--- src/sv/srt_pkg.sv ---
// ----------------------------------------------------------------------------
// srt_pkg
// Types and constants shared by the serpentine raster tool path block.
// ----------------------------------------------------------------------------
package srt_pkg;

	typedef logic [2:0] class_t;
	typedef logic [1:0] job_code_t;

	localparam class_t CLASS_OTHER = 3'd0;
	localparam class_t CLASS_BLACK = 3'd1;
	localparam class_t CLASS_RED   = 3'd2;
	localparam class_t CLASS_GREEN = 3'd3;
	localparam class_t CLASS_BLUE  = 3'd4;

	localparam job_code_t JOB_UP    = 2'd0;
	localparam job_code_t JOB_DOWN  = 2'd1;
	localparam job_code_t JOB_TRACE = 2'd2;

	localparam logic [2:0] REG_SCAN_VERTICAL = 3'd0;
	localparam logic [2:0] REG_IMAGE_WIDTH   = 3'd1;
	localparam logic [2:0] REG_IMAGE_HEIGHT  = 3'd2;
	localparam logic [2:0] REG_ORIGIN_X      = 3'd3;
	localparam logic [2:0] REG_ORIGIN_Y      = 3'd4;
	localparam logic [2:0] REG_SCALE_CODE    = 3'd5;
	localparam logic [2:0] REG_DEPTH_CODE    = 3'd6;

	localparam logic [10:0] RST_IMAGE_SIDE = 11'd1024;
	localparam logic [13:0] RST_SCALE_CODE = 14'd10000;
	localparam logic [14:0] RST_DEPTH_CODE = 15'd10000;

	localparam logic [14:0]        DEPTH_MAX    = 15'd30000;
	localparam logic [15:0]        PLUNGE_BASE  = 16'd1000;
	localparam logic signed [15:0] Z_UP         = 16'sd20000;
	localparam int                 OFFSET_LIMIT = 1023;

	localparam int QDEPTH = 4;
	localparam int QAW    = 2;

	typedef struct packed {
		logic        scan_vertical;
		logic [10:0] image_width;
		logic [10:0] image_height;
		logic [9:0]  origin_x;
		logic [9:0]  origin_y;
		logic [13:0] scale_code;
		logic [14:0] depth_code;
	} cfg_t;

	typedef struct packed {
		job_code_t          code;
		logic               trace_down;
		logic signed [10:0] offset_x;
		logic signed [10:0] offset_y;
	} job_t;

	function automatic class_t classify(input logic [7:0] r, input logic [7:0] g,
			input logic [7:0] b);
		class_t c;
		c = CLASS_OTHER;
		if (r == 8'd0 && g == 8'd0 && b == 8'd0) begin
			c = CLASS_BLACK;
		end else if (r == 8'd255 && g == 8'd0 && b == 8'd0) begin
			c = CLASS_RED;
		end else if (r == 8'd0 && g == 8'd255 && b == 8'd0) begin
			c = CLASS_GREEN;
		end else if (r == 8'd0 && g == 8'd0 && b == 8'd255) begin
			c = CLASS_BLUE;
		end
		return c;
	endfunction

endpackage

--- src/sv/srt_front.sv ---
// ----------------------------------------------------------------------------
// srt_front
// Tracks the serpentine scan position, classifies each pixel and queues the
// records that a class change calls for.
// ----------------------------------------------------------------------------
module srt_front import srt_pkg::*; #(
	parameter int MAX_SIDE = 1024
) (
	input  logic       clk,
	input  logic       arst_n,
	input  cfg_t       cfg,
	input  logic       pixel_valid,
	output logic       pixel_ready,
	input  logic [7:0] red,
	input  logic [7:0] green,
	input  logic [7:0] blue,
	input  logic       q_full,
	output logic       q_push,
	output job_t       q_job
);

	localparam int IW = $clog2(MAX_SIDE);
	localparam int SW = $clog2(MAX_SIDE + 1);
	localparam int DW = ((IW > 10) ? IW : 10) + 2;

	logic [IW-1:0] step_q;
	logic [IW-1:0] line_q;
	class_t        prev_q;

	logic [SW-1:0]        w;
	logic [SW-1:0]        h;
	logic [SW-1:0]        len;
	logic [SW-1:0]        lines;
	logic                 wrap_in;
	logic [SW-1:0]        step_eff;
	logic [SW-1:0]        line_inc;
	logic [SW-1:0]        line_eff;
	logic [SW-1:0]        step_next;
	logic [SW-1:0]        line_next;
	logic                 reversed;
	logic [SW-1:0]        pos;
	logic [IW-1:0]        px;
	logic [IW-1:0]        py;
	logic signed [DW-1:0] dx;
	logic signed [DW-1:0] dy;
	logic signed [10:0]   ox;
	logic signed [10:0]   oy;
	class_t               cls;
	class_t               prev;
	logic                 has_job;
	logic                 accept;

	always_comb begin
		if (cfg.image_width == 11'd0) begin
			w = SW'(1);
		end else if (32'(cfg.image_width) > 32'(MAX_SIDE)) begin
			w = SW'(MAX_SIDE);
		end else begin
			w = SW'(cfg.image_width);
		end
		if (cfg.image_height == 11'd0) begin
			h = SW'(1);
		end else if (32'(cfg.image_height) > 32'(MAX_SIDE)) begin
			h = SW'(MAX_SIDE);
		end else begin
			h = SW'(cfg.image_height);
		end
		len   = cfg.scan_vertical ? h : w;
		lines = cfg.scan_vertical ? w : h;

		wrap_in  = SW'(step_q) >= len;
		step_eff = wrap_in ? SW'(0) : SW'(step_q);
		line_inc = SW'(line_q) + (wrap_in ? SW'(1) : SW'(0));
		line_eff = (line_inc >= lines) ? SW'(0) : line_inc;

		reversed = line_eff[0];
		pos      = reversed ? (len - SW'(1) - step_eff) : step_eff;
		if (cfg.scan_vertical) begin
			px = IW'(line_eff);
			py = IW'(pos);
		end else begin
			px = IW'(pos);
			py = IW'(line_eff);
		end

		dx = $signed(DW'(px)) - $signed(DW'(cfg.origin_x));
		dy = $signed(DW'(py)) - $signed(DW'(cfg.origin_y));
		if (dx > OFFSET_LIMIT) begin
			ox = 11'(OFFSET_LIMIT);
		end else if (dx < -OFFSET_LIMIT) begin
			ox = -11'(OFFSET_LIMIT);
		end else begin
			ox = dx[10:0];
		end
		if (dy > OFFSET_LIMIT) begin
			oy = 11'(OFFSET_LIMIT);
		end else if (dy < -OFFSET_LIMIT) begin
			oy = -11'(OFFSET_LIMIT);
		end else begin
			oy = dy[10:0];
		end

		cls  = classify(red, green, blue);
		prev = (step_eff == SW'(0)) ? CLASS_OTHER : prev_q;

		q_job.offset_x   = ox;
		q_job.offset_y   = oy;
		q_job.trace_down = 1'b1;
		q_job.code       = JOB_UP;
		has_job          = 1'b0;
		if (cls != prev) begin
			has_job = 1'b1;
			q_job.code = (cls == CLASS_OTHER) ? JOB_UP : JOB_DOWN;
		end else if (cls == CLASS_BLACK) begin
			has_job          = 1'b1;
			q_job.code       = JOB_TRACE;
			q_job.trace_down = ~reversed;
		end

		step_next = step_eff + SW'(1);
		line_next = line_eff;
		if (step_next >= len) begin
			step_next = SW'(0);
			line_next = ((line_eff + SW'(1)) >= lines) ? SW'(0) : (line_eff + SW'(1));
		end
	end

	assign pixel_ready = ~q_full;
	assign accept      = pixel_valid & pixel_ready;
	assign q_push      = accept & has_job;

	always_ff @(posedge clk or negedge arst_n) begin
		if (!arst_n) begin
			step_q <= '0;
			line_q <= '0;
			prev_q <= CLASS_OTHER;
		end else if (accept) begin
			step_q <= IW'(step_next);
			line_q <= IW'(line_next);
			prev_q <= cls;
		end
	end

endmodule

--- src/sv/srt_queue.sv ---
// ----------------------------------------------------------------------------
// srt_queue
// Short first-in first-out queue of record jobs between front and back.
// ----------------------------------------------------------------------------
module srt_queue import srt_pkg::*; (
	input  logic clk,
	input  logic arst_n,
	input  logic push,
	input  job_t push_job,
	output logic full,
	input  logic pop,
	output logic head_valid,
	output job_t head_job
);

	job_t           slots_q [QDEPTH];
	logic [QAW-1:0] wr_ptr_q;
	logic [QAW-1:0] rd_ptr_q;
	logic [QAW:0]   count_q;

	assign full       = count_q == (QAW + 1)'(QDEPTH);
	assign head_valid = count_q != '0;
	assign head_job   = slots_q[rd_ptr_q];

	always_ff @(posedge clk) begin
		if (push) begin
			slots_q[wr_ptr_q] <= push_job;
		end
	end

	always_ff @(posedge clk or negedge arst_n) begin
		if (!arst_n) begin
			wr_ptr_q <= '0;
			rd_ptr_q <= '0;
			count_q  <= '0;
		end else begin
			if (push) begin
				wr_ptr_q <= wr_ptr_q + QAW'(1);
			end
			if (pop) begin
				rd_ptr_q <= rd_ptr_q + QAW'(1);
			end
			if (push && !pop) begin
				count_q <= count_q + (QAW + 1)'(1);
			end else if (pop && !push) begin
				count_q <= count_q - (QAW + 1)'(1);
			end
		end
	end

endmodule

--- src/sv/srt_back.sv ---
// ----------------------------------------------------------------------------
// srt_back
// Scales the offsets of each queued job and issues its trace and move
// records through a registered output.
// ----------------------------------------------------------------------------
module srt_back import srt_pkg::*; (
	input  logic               clk,
	input  logic               arst_n,
	input  cfg_t               cfg,
	input  logic               q_valid,
	input  job_t               q_job,
	output logic               q_pop,
	output logic               record_valid,
	input  logic               record_ready,
	output logic               record_kind,
	output logic               tool_down,
	output logic signed [10:0] offset_x,
	output logic signed [10:0] offset_y,
	output logic signed [24:0] move_x,
	output logic signed [24:0] move_y,
	output logic signed [15:0] move_z,
	output logic               last_of_pixel
);

	logic               valid_s1;
	logic               phase_s1;
	job_t               job_s1;
	logic signed [24:0] mx_s1;
	logic signed [24:0] my_s1;
	logic signed [15:0] mz_s1;

	logic               out_valid_q;
	logic               kind_q;
	logic               down_q;
	logic signed [10:0] ox_q;
	logic signed [10:0] oy_q;
	logic signed [24:0] mx_q;
	logic signed [24:0] my_q;
	logic signed [15:0] mz_q;
	logic               last_q;

	logic signed [25:0] prod_x;
	logic signed [25:0] prod_y;
	logic [14:0]        depth;
	logic [15:0]        plunge;
	logic signed [15:0] z_val;
	logic               out_free;
	logic               emit;
	logic               s1_done;
	logic               s1_free;
	logic               is_trace;

	assign prod_x = $signed(q_job.offset_x) * $signed({1'b0, cfg.scale_code});
	assign prod_y = $signed(q_job.offset_y) * $signed({1'b0, cfg.scale_code});
	assign depth  = (cfg.depth_code > DEPTH_MAX) ? DEPTH_MAX : cfg.depth_code;
	assign plunge = PLUNGE_BASE + {1'b0, depth};
	assign z_val  = (q_job.code == JOB_DOWN) ? $signed(16'd0 - plunge) : Z_UP;

	assign out_free = ~out_valid_q | record_ready;
	assign emit     = valid_s1 & out_free;
	assign s1_done  = emit & ((job_s1.code != JOB_DOWN) | phase_s1);
	assign s1_free  = ~valid_s1 | s1_done;
	assign q_pop    = q_valid & s1_free;
	assign is_trace = (job_s1.code == JOB_TRACE) | ((job_s1.code == JOB_DOWN) & ~phase_s1);

	always_ff @(posedge clk) begin
		if (q_pop) begin
			job_s1 <= q_job;
			mx_s1  <= prod_x[24:0];
			my_s1  <= prod_y[24:0];
			mz_s1  <= z_val;
		end
		if (emit) begin
			kind_q <= ~is_trace;
			ox_q   <= job_s1.offset_x;
			oy_q   <= job_s1.offset_y;
			if (is_trace) begin
				down_q <= job_s1.trace_down;
				mx_q   <= '0;
				my_q   <= '0;
				mz_q   <= '0;
				last_q <= job_s1.code == JOB_TRACE;
			end else begin
				down_q <= job_s1.code == JOB_DOWN;
				mx_q   <= mx_s1;
				my_q   <= my_s1;
				mz_q   <= mz_s1;
				last_q <= 1'b1;
			end
		end
	end

	always_ff @(posedge clk or negedge arst_n) begin
		if (!arst_n) begin
			valid_s1    <= 1'b0;
			phase_s1    <= 1'b0;
			out_valid_q <= 1'b0;
		end else begin
			if (q_pop) begin
				valid_s1 <= 1'b1;
				phase_s1 <= 1'b0;
			end else if (s1_done) begin
				valid_s1 <= 1'b0;
			end else if (emit) begin
				phase_s1 <= 1'b1;
			end
			if (emit) begin
				out_valid_q <= 1'b1;
			end else if (record_ready) begin
				out_valid_q <= 1'b0;
			end
		end
	end

	assign record_valid  = out_valid_q;
	assign record_kind   = kind_q;
	assign tool_down     = down_q;
	assign offset_x      = ox_q;
	assign offset_y      = oy_q;
	assign move_x        = mx_q;
	assign move_y        = my_q;
	assign move_z        = mz_q;
	assign last_of_pixel = last_q;

endmodule

--- src/sv/serpentine_raster_toolpath.sv ---
// ----------------------------------------------------------------------------
// serpentine_raster_toolpath
// Serpentine raster tool path generator: classifies a stream of RGB pixels
// and turns class changes into tool moves and trace records.
// The first record of a pixel passes the job queue, job stage and output register.
// Throughput: one pixel per cycle while the queue is not full; records leave at
// one per cycle, while record_ready is high, through the single output register.
// Reset clears the scan counters, previous class, job queue and output, and
// returns every configuration register to its default.
// ----------------------------------------------------------------------------
module serpentine_raster_toolpath import srt_pkg::*; #(
	parameter int MAX_SIDE = 1024
) (
	input  logic               clk,
	input  logic               arst_n,
	input  logic               psel,
	input  logic               penable,
	input  logic               pwrite,
	input  logic [4:0]         paddr,
	input  logic [31:0]        pwdata,
	output logic [31:0]        prdata,
	output logic               pready,
	input  logic               pixel_valid,
	output logic               pixel_ready,
	input  logic [7:0]         red,
	input  logic [7:0]         green,
	input  logic [7:0]         blue,
	output logic               record_valid,
	input  logic               record_ready,
	output logic               record_kind,
	output logic               tool_down,
	output logic signed [10:0] offset_x,
	output logic signed [10:0] offset_y,
	output logic signed [24:0] move_x,
	output logic signed [24:0] move_y,
	output logic signed [15:0] move_z,
	output logic               last_of_pixel
);

	cfg_t       cfg_q;
	logic [2:0] reg_index;
	logic       cfg_write;
	logic       q_push;
	logic       q_full;
	logic       q_pop;
	logic       q_valid;
	job_t       push_job;
	job_t       head_job;

	assign pready    = 1'b1;
	assign reg_index = paddr[4:2];
	assign cfg_write = psel & penable & pwrite;

	always_ff @(posedge clk or negedge arst_n) begin
		if (!arst_n) begin
			cfg_q.scan_vertical <= 1'b0;
			cfg_q.image_width   <= RST_IMAGE_SIDE;
			cfg_q.image_height  <= RST_IMAGE_SIDE;
			cfg_q.origin_x      <= '0;
			cfg_q.origin_y      <= '0;
			cfg_q.scale_code    <= RST_SCALE_CODE;
			cfg_q.depth_code    <= RST_DEPTH_CODE;
		end else if (cfg_write) begin
			case (reg_index)
				REG_SCAN_VERTICAL: cfg_q.scan_vertical <= pwdata[0];
				REG_IMAGE_WIDTH:   cfg_q.image_width   <= pwdata[10:0];
				REG_IMAGE_HEIGHT:  cfg_q.image_height  <= pwdata[10:0];
				REG_ORIGIN_X:      cfg_q.origin_x      <= pwdata[9:0];
				REG_ORIGIN_Y:      cfg_q.origin_y      <= pwdata[9:0];
				REG_SCALE_CODE:    cfg_q.scale_code    <= pwdata[13:0];
				REG_DEPTH_CODE:    cfg_q.depth_code    <= pwdata[14:0];
				default: begin
				end
			endcase
		end
	end

	always_comb begin
		case (reg_index)
			REG_SCAN_VERTICAL: prdata = 32'(cfg_q.scan_vertical);
			REG_IMAGE_WIDTH:   prdata = 32'(cfg_q.image_width);
			REG_IMAGE_HEIGHT:  prdata = 32'(cfg_q.image_height);
			REG_ORIGIN_X:      prdata = 32'(cfg_q.origin_x);
			REG_ORIGIN_Y:      prdata = 32'(cfg_q.origin_y);
			REG_SCALE_CODE:    prdata = 32'(cfg_q.scale_code);
			REG_DEPTH_CODE:    prdata = 32'(cfg_q.depth_code);
			default:           prdata = '0;
		endcase
	end

	srt_front #(
		.MAX_SIDE(MAX_SIDE)
	) u_front (
		.clk         (clk),
		.arst_n      (arst_n),
		.cfg         (cfg_q),
		.pixel_valid (pixel_valid),
		.pixel_ready (pixel_ready),
		.red         (red),
		.green       (green),
		.blue        (blue),
		.q_full      (q_full),
		.q_push      (q_push),
		.q_job       (push_job)
	);

	srt_queue u_queue (
		.clk        (clk),
		.arst_n     (arst_n),
		.push       (q_push),
		.push_job   (push_job),
		.full       (q_full),
		.pop        (q_pop),
		.head_valid (q_valid),
		.head_job   (head_job)
	);

	srt_back u_back (
		.clk           (clk),
		.arst_n        (arst_n),
		.cfg           (cfg_q),
		.q_valid       (q_valid),
		.q_job         (head_job),
		.q_pop         (q_pop),
		.record_valid  (record_valid),
		.record_ready  (record_ready),
		.record_kind   (record_kind),
		.tool_down     (tool_down),
		.offset_x      (offset_x),
		.offset_y      (offset_y),
		.move_x        (move_x),
		.move_y        (move_y),
		.move_z        (move_z),
		.last_of_pixel (last_of_pixel)
	);

endmodule

--- config.mk ---
export PLATFORM = sky130hd
export DESIGN_NAME = serpentine_raster_toolpath
export DESIGN_NICKNAME = d
export VERILOG_FILES = /design/src/sv/srt_pkg.sv /design/src/sv/srt_front.sv /design/src/sv/srt_queue.sv /design/src/sv/srt_back.sv /design/src/sv/serpentine_raster_toolpath.sv
export SDC_FILE = /design/constraint.sdc
export NUM_CORES = 1
export LEC_CHECK = 0
export ABC_CLOCK_PERIOD_IN_PS = 11250
export BUFFER_PORTS_ARGS = -buffer_cell sky130_fd_sc_hd__buf_2
export CAP_MARGIN = 20
export CORE_MARGIN = 1.5
export CORE_UTILIZATION = 30
export DETAILED_ROUTE_END_ITERATION = 10
export PLACE_DENSITY_LB_ADDON = 0.25
export SLEW_MARGIN = 25
export SYNTH_ARGS = -nofsm -noshare
export SYNTH_HDL_FRONTEND = slang
export SYNTH_SLANG_ARGS = --single-unit
--- constraint.sdc ---
create_clock -name clk -period 11.25 [get_ports clk]
set_input_delay 1.125 -clock clk [delete_from_list [all_inputs] [get_ports clk]]
set_output_delay 1.125 -clock clk [all_outputs]
set_load 0.01 [all_outputs]
==> results.toml, run 1 <==
[run_status]
status = "finished clean"

[worst_setup_path]
reg2reg_from = "cfg_q[70]"
start_kind = "register"
arrival_ns = 10.22
cp-end-kind = "register"
critPathMaxFanout = 19
slowest_delay_ns = 0.65
critPathKind = "register to register"
crit_slowest_cell = "o21ai_0"
reg2reg_depth = 35
cpMostUsedCell = "ha_1"
reg2reg_to = "u_queue.slots_q[2][19]"
worst-endpoint-required_ns = 11.63
r2r_slack_ns = 1.41

[clock_network]
clk_latency_ns = 0.60
cts_num_sinks = 387
clk_path_buf_depth = 3
clk_pin_slew_ns = 0.06
cts_buffers = 44
cts_resized = 0
cts_setup_buffers = 0
cts_tree = "done"
cts_root_buf = "clkbuf_16"
ctsHoldBuffers = 0
htreeDepth = 2

[sta]
hold_violations = 0
min_period_ns = 9.84
tightest_slew_ns = 1.14
rsz0062_at_grt = "false"
setup_tns_ns = 0
relSlewSlack = 0.238
setup_ws_ns = 1.41
fin_crit_sh = 0.875
finalSetupViolations = 0
slew_viol_final = 0
clock_skew_ns = 0.0169
timing.fmax_ghz = 0.102

[final_layout]
drive_above_1_share = 0.137
regArea_sq_um = 11100
syn_to_final_growth_pct = 12.0
layout.cells.most_common = "inv_1"
final_cell_mix = "inv_1, edfxtp_1, nand2_1"
multiInputGateArea_sq_um = 16300
layout.nets = 3314
fillers = 9703

[route]
drc = 0
vias = 19400
wl_per_cell_microns = 17.5
drt_iter0_drc = 1037
routed_wl_microns = 71500
ant_nets = 0
viasPerCell = 4.75
first_pass_iters = 5

[synthesis]
synthTopCellsByArea = "edfxtp_1, fa_1, ha_1, dfrtp_1, and2_1"
post_synth.cell_area_avg_sq_um = 10.9
syn_area_sq_um = 29100
ys_ff_latch = 387
synth_cell_types = 84
syn-instance-count = 2675
netlist.area_leader.share = 0.291
synth_edf_count = 282
yosys_warnings = 0
async_flop_share = 0.271
synth_ff_type = "edfxtp_1"
seq_area_frac_synth = 0.382
yosys.area.top_type = "edfxtp_1"

[floorplan]
dieArea_sq_um = 98800
coreArea_sq_um = 95400
die_h_microns = 314
num_rows = 113
pin_count = 194
start_util = 0.305
fp.dieW_microns = 314

[global_routing]
grt_max_degree = 73
gr-total-overflow = 0
antenna_found_initial = 0
first_global_vias = 19700
grt_pass1_wl_microns = 113000
track_usage = 0.146

[placement]
portBuffers = 156
dp_hpwl_microns = 52400
gp_congestion = 0.842
pre_cts_ws_ns = 1.49

[hold_path]
min_from = "u_back.job_s1[2]"
hold_depth = 0
hold-path-endpoint = "u_back.offset_y[2]"
hp-class = "register to register"

[job]
maxCapViolations = 0
[per-stage QoR]
stage	util	hold slack, ns	instances	cell area (sq um)
finish	0.341	0.417	4096	32600
global route	0.341	0.425	4095	32600
detailed placement	0.327	0.405	4014	31200
CTS	0.341	0.418	4095	32500
floorplan	-	0.400	2691	29100
global placement	0.327	0.401	4014	31200
[worst max-delay path: cells and delay by family, from the launching register on]
kind	cells	cell delay, ns
DFF	1	0.40
adders and majority gates	6	1.82
buffers and inverters	4	0.97
AOI/OAI and AO/OA	13	3.89
and+or+nand+nor	11	2.20
xor gates and xnor gates	1	0.31
[worst max path at each step]
stage | start | end | slack (ns) | cells past startpoint
after global routing | cfg_q[70] | u_queue.slots_q[1][19] | 0.30 | 36
after global placement | cfg_q[70] | u_queue.slots_q[1][19] | 1.52 | 36
after CTS | cfg_q[70] | u_queue.slots_q[2][19] | 1.43 | 36
final | cfg_q[70] | u_queue.slots_q[2][19] | 1.41 | 35
after floorplan | cfg_q[59] | u_queue.slots_q[0][16] | 2.94 | 39
after detailed placement | cfg_q[70] | u_queue.slots_q[1][19] | 1.49 | 36
[layer usage]
layer,track usage,part of all wire,up-vias
li1,-,-,9289
met1,0.193,0.45,9758
met2,0.253,0.50,320
met3,0.0225,0.039,70
met4,0.0323,0.016,0
met5,0,0,-
[final cells by class]
type | instances | share of cell area
inverters | 322 | 0.0371
clock inverters | 25 | 0.00673
diodes | 1 | 0.0000769
clock buffers | 56 | 0.0352
repair buffers | 185 | 0.0309
flip-flops and latches | 387 | 0.341
multi-input cells | 1855 | 0.500
well taps | 1265 | 0.0486
[sequential cells by signal (all words and copies together) (netlist names)]
signal                flops
u_front.step_q           10
u_back.phase_s1           1
u_back.move_y            25
u_front.line_q           10
u_back.tool_down          1
u_queue.rd_ptr_q          2
cfg_q                    72
u_back.job_s1            25
u_back.move_z            16
u_back.last_of_pixel      1
u_queue.wr_ptr_q          2
u_back.record_valid       1
u_front.prev_q            3
u_back.offset_x          11
u_queue.count_q           3
u_queue.slots_q         100
u_back.my_s1             25
u_back.offset_y          11
u_back.mz_s1             16
u_back.record_kind        1
u_back.valid_s1           1
u_back.mx_s1             25
u_back.move_x            25
[kinds of logic after synthesis]
| kind of cell | Yosys count | share of synthesized area |
|---|---|---|
| AOI/OAI and AO/OA | 339 | 0.0775 |
| xor gates and xnor gates | 92 | 0.0277 |
| adders and majority gates | 451 | 0.251 |
| buffers and inverters | 449 | 0.0611 |
| DFF | 387 | 0.382 |
| muxes | 110 | 0.0519 |
| other | 2 | 0.000258 |
| and+or+nand+nor | 845 | 0.148 |
[synthesized netlist by cell type (7+ instances only)]
| master | count |
|---|---|
| a21boi_0 | 9 |
| a21o_1 | 11 |
| a21oi_1 | 66 |
| a221oi_1 | 10 |
| a22oi_1 | 11 |
| a31oi_1 | 19 |
| and2_1 | 224 |
| and3_1 | 16 |
| buf_4 | 18 |
| clkbuf_1 | 101 |
| dfrtp_1 | 93 |
| dfstp_2 | 12 |
| edfxtp_1 | 282 |
| fa_1 | 220 |
| ha_1 | 231 |
| inv_1 | 319 |
| mux2_2 | 66 |
| mux2i_1 | 18 |
| mux4_2 | 26 |
| nand2_1 | 260 |
| nand2b_1 | 42 |
| nand3_1 | 45 |
| nand4_1 | 18 |
| nor2_1 | 121 |
| nor2b_1 | 36 |
| nor3_1 | 22 |
| nor4_1 | 17 |
| o2111ai_1 | 7 |
| o211ai_1 | 8 |
| o21a_1 | 27 |
| o21ai_0 | 93 |
| o21bai_1 | 7 |
| o31a_1 | 7 |
| o31ai_1 | 7 |
| o41ai_1 | 7 |
| or2_2 | 9 |
| or3_1 | 8 |
| xnor2_1 | 67 |
| xor2_1 | 25 |
Power of run 1 is left out: the tool's default activity adds up to more than one toggle a clock period on the data nets, which glitch-free logic cannot reach.
==> run 2, diff against run 1 <==
--- a/config.mk
+++ b/config.mk
@@ -9,7 +9,7 @@
 export BUFFER_PORTS_ARGS = -buffer_cell sky130_fd_sc_hd__buf_2
 export CAP_MARGIN = 20
 export CORE_MARGIN = 1.5
-export CORE_UTILIZATION = 30
+export CORE_UTILIZATION = 45
 export DETAILED_ROUTE_END_ITERATION = 10
 export PLACE_DENSITY_LB_ADDON = 0.25
 export SLEW_MARGIN = 25
==> results.toml, run 2 (synthesized netlist as in run 1, its figures left out) <==
[clock_network]
htreeDepth = 2
cts_num_sinks = 387
cts_buffers = 44
clk_path_buf_depth = 3
clk_pin_slew_ns = 0.06
ctsHoldBuffers = 0
clk_latency_ns = 0.60
cts_setup_buffers = 0
cts_root_buf = "clkbuf_16"
cts_tree = "done"

[placement]
dp_hpwl_microns = 49800
portBuffers = 156
gp_congestion = 0.888

[global_routing]
first_global_vias = 20600
track_usage = 0.208
antenna_found_initial = 0
grt_max_degree = 66
gr-total-overflow = 0
grt_pass1_wl_microns = 109000

[route]
routed_wl_microns = 67800
ant_nets = 0
vias = 19800
first_pass_iters = 5
drc = 0
drt_iter0_drc = 1186
wl_per_cell_microns = 18.5
viasPerCell = 5.40

[final_layout]
layout.cells.most_common = "inv_1"
largest_reg_flops = 100
num_antenna_cells = 0
drive_above_1_share = 0.138
syn_to_final_growth_pct = 10.4
top_regs = "u_queue.slots_q: 100 flops, cfg_q: 72 flops"
regMostFlops = "u_queue.slots_q"
final_cell_mix = "inv_1, edfxtp_1, nand2_1"
layout.nets = 3310

[sta]
relSlewSlack = 0.346
finalSetupViolations = 0
clock_skew_ns = 0.0297
tightest_slew_ns = 0.980
setup_tns_ns = 0
slew_viol_final = 0
fin_crit_sh = 0.905
timing.fmax_ghz = 0.0982
rsz0062_at_grt = "false"
hold_violations = 0
min_period_ns = 10.18

[floorplan]
fp.dieW_microns = 257
dieArea_sq_um = 66100
pin_count = 194
start_util = 0.458
die_h_microns = 257
coreArea_sq_um = 63400
num_rows = 92

[worst_setup_path]
slowest_delay_ns = 0.75
worst-endpoint-required_ns = 11.61
cpMostUsedCell = "ha_1"
start_kind = "register"
critPathKind = "register to register"
cp-end-kind = "register"
crit_slowest_cell = "dfrtp_2"
critPathMaxFanout = 40
arrival_ns = 10.54
reg2reg_depth = 35

[run_status]
status = "finished clean"

[job]
maxCapViolations = 0

[hold_path]
hp-class = "register to register"
hold_depth = 0
[run 2: cell count changes in the layout (fill, tap and decap cells not counted), moves of 2 or more]
cell,change
buf_4,-4
clkbuf_1,-3
clkbuf_8,+3
bufinv_16,+2
clkinv_1,-2
clkinv_2,-2
inv_6,-2
nor2_1,-2
nor2_2,+2
[run 2: through the flow]
stage          instances  hold slack (ns)  area, sq um  setup slack, ns  utilization
2_1_floorplan       2691            0.400        29100             2.94            -
3_3_place_gp        3590            0.402        30600            0.947        0.483
3_5_place_dp        3591            0.405        30600            0.959        0.483
4_1_cts             3670            0.416        32100            0.888        0.506
5_1_grt             3670            0.423        32100            0.123        0.506
6_report            3670            0.413        32100             1.07        0.506
[run 2: area by class of cell]
cell class | instances | area, sq um
fill | 5650 | 31300
multi-input combinational | 1855 | 16300
sequential | 387 | 11100
inverter | 322 | 1210
clock buffer | 56 | 1180
tap | 846 | 1060
timing repair buffer | 181 | 983
clock inverter | 23 | 262
[run 2: what timing repair did]
action | CTS | global route
endpoints found under the setup margin | 0 | 4
hold endpoints to repair | 0 | 0
gates resized for setup | 0 | 1
[run 2: worst paths after layout]
kind	start	to	slack (ns)
max	cfg_q[71]	u_queue.slots_q[0][19]	1.07
min	u_back.job_s1[15]	u_back.offset_x[4]	0.41
max reg2reg	cfg_q[71]	u_queue.slots_q[0][19]	1.07
min reg2reg	u_back.job_s1[15]	u_back.offset_x[4]	0.41
max in group asynchronous	arst_n	cfg_q[71]	9.44
min in group asynchronous	arst_n	cfg_q[57]	0.52
[run 2: critical path: cells and delay by family (launching register included)]
kind | cells | cell delay, ns
DFF | 1 | 0.75
buffers and inverters | 3 | 1.12
xor gates and xnor gates | 1 | 0.28
and+or+nand+nor | 10 | 2.20
AOI/OAI and AO/OA | 15 | 3.52
adders and majority gates | 6 | 2.07
[run 2: per-layer routing]
| metal | GRT usage | vias up | wire (microns) |
|---|---|---|---|
| li1 | - | 9266 | - |
| met2 | 0.358 | 502 | 33400 |
| met5 | 0 | - | 0 |
| met4 | 0.0688 | 0 | 1870 |
| met3 | 0.0306 | 109 | 3550 |
| met1 | 0.268 | 9942 | 28900 |
Power of run 2 is left out for the same reason.
==> run 3, diff against run 2 <==
--- a/config.mk
+++ b/config.mk
@@ -9,9 +9,10 @@
 export BUFFER_PORTS_ARGS = -buffer_cell sky130_fd_sc_hd__buf_2
 export CAP_MARGIN = 20
 export CORE_MARGIN = 1.5
-export CORE_UTILIZATION = 45
+export CORE_UTILIZATION = 55
 export DETAILED_ROUTE_END_ITERATION = 10
 export PLACE_DENSITY_LB_ADDON = 0.25
+export REMOVE_ABC_BUFFERS = 1
 export SLEW_MARGIN = 25
 export SYNTH_ARGS = -nofsm -noshare
 export SYNTH_HDL_FRONTEND = slang
==> results.toml, run 3 (synthesized netlist as in run 1, its figures left out) <==
[run_status]
status = "finished clean"

[sta]
hold_violations = 0
finalSetupViolations = 0
timing.fmax_ghz = 0.101
setup_tns_ns = 0
rsz0062_at_grt = "false"
clock_skew_ns = 0.0171
setup_ws_ns = 1.35
slew_viol_final = 0
min_period_ns = 9.90
relSlewSlack = 0.296
tightest_slew_ns = 1.06
fin_crit_sh = 0.880
whs_ns = 0.416

[worst_setup_path]
reg2reg_to = "u_queue.slots_q[1][19]"
crit_slowest_cell = "dfrtp_2"
reg2reg_depth = 35
start_kind = "register"
cpMostUsedCell = "ha_1"
slowest_delay_ns = 0.77
critPathMaxFanout = 41
cp-end-kind = "register"
reg2reg_from = "cfg_q[71]"
r2r_slack_ns = 1.35
arrival_ns = 10.26
critPathKind = "register to register"
worst-endpoint-required_ns = 11.60

[final_layout]
num_antenna_cells = 0
layout.nets = 3309
layout.cells.most_common = "inv_1"
drive_above_1_share = 0.136
regMostFlops = "u_queue.slots_q"
top_regs = "u_queue.slots_q: 100 flops, cfg_q: 72 flops"
largest_reg_flops = 100
regArea_sq_um = 11100
final_cell_mix = "inv_1, edfxtp_1, nand2_1"
syn_to_final_growth_pct = 9.58
fillers = 4219
multiInputGateArea_sq_um = 16300

[clock_network]
clk_latency_ns = 0.57
cts_buffers = 43
clk_pin_slew_ns = 0.06
cts_resized = 0
cts_tree = "done"
clk_path_buf_depth = 3
cts_root_buf = "clkbuf_16"
ctsHoldBuffers = 0
htreeDepth = 2
cts_num_sinks = 387
cts_setup_buffers = 0

[global_routing]
antenna_found_initial = 0
track_usage = 0.250
first_global_vias = 20600
gr-total-overflow = 0
grt_pass1_wl_microns = 107000
grt_max_degree = 79

[floorplan]
coreArea_sq_um = 52400
fp.dieW_microns = 233
die_h_microns = 233
num_rows = 84
dieArea_sq_um = 54200
start_util = 0.554
pin_count = 194

[placement]
portBuffers = 156
dp_hpwl_microns = 48200
pre_cts_ws_ns = 1.43
gp_congestion = 0.925

[route]
wl_per_cell_microns = 18.8
viasPerCell = 5.67
ant_nets = 0
drt_iter0_drc = 1126
vias = 19900
routed_wl_microns = 66000
first_pass_iters = 6
drc = 0

[hold_path]
hold-path-endpoint = "u_back.offset_x[6]"
min_from = "u_back.job_s1[17]"
hp-class = "register to register"
hold_depth = 0

[job]
maxCapViolations = 0
==> run 3: worst max-delay path: cells and delay by family (launching register included) <==
kind	cells	cell delay [ns]
XOR/XNOR	1	0.27
AND/OR/NAND/NOR	10	2.01
buffers and inverters	3	0.95
AO/OA/AOI/OAI	15	3.62
adder cells (fa/ha/maj)	6	2.05
flip-flops	1	0.77
==> run 3: layout make-up <==
type                            instances  share of cell area
Multi-Input combinational cell       1855               0.511
Clock buffer                           60              0.0374
Inverter                              322              0.0379
Clock inverter                         19             0.00719
Timing Repair Buffer                  181              0.0306
Tap cell                              688              0.0270
Sequential cell                       387               0.349
==> run 3: how the worst max path moves through the flow <==
| stage | slack [ns] | to | startpoint |
|---|---|---|---|
| after floorplan | 1.97 | u_queue.slots_q[0][19] | cfg_q[71] |
| after CTS | 1.37 | u_queue.slots_q[1][19] | cfg_q[71] |
| after global placement | 1.56 | u_queue.slots_q[0][19] | cfg_q[71] |
| after detailed placement | 1.43 | u_queue.slots_q[0][19] | cfg_q[71] |
| after global routing | 0.58 | u_queue.slots_q[1][19] | cfg_q[71] |
| final | 1.35 | u_queue.slots_q[1][19] | cfg_q[71] |
==> run 3: routing by layer <==
layer,GRT usage,vias up,share of wire
met1,0.318,9931,0.42
met3,0.0358,122,0.050
li1,-,9285,-
met5,0,-,0
met2,0.440,586,0.50
met4,0.0756,0,0.027
==> run 3: stage by stage <==
step	std cells	instance area, sq um	util
3_3_place_gp	3433	30400	0.580
4_1_cts	3512	31800	0.607
3_5_place_dp	3433	30400	0.580
2_1_floorplan	2564	28600	-
6_report	3512	31900	0.607
5_1_grt	3512	31900	0.607
Power of run 3 is left out for the same reason.
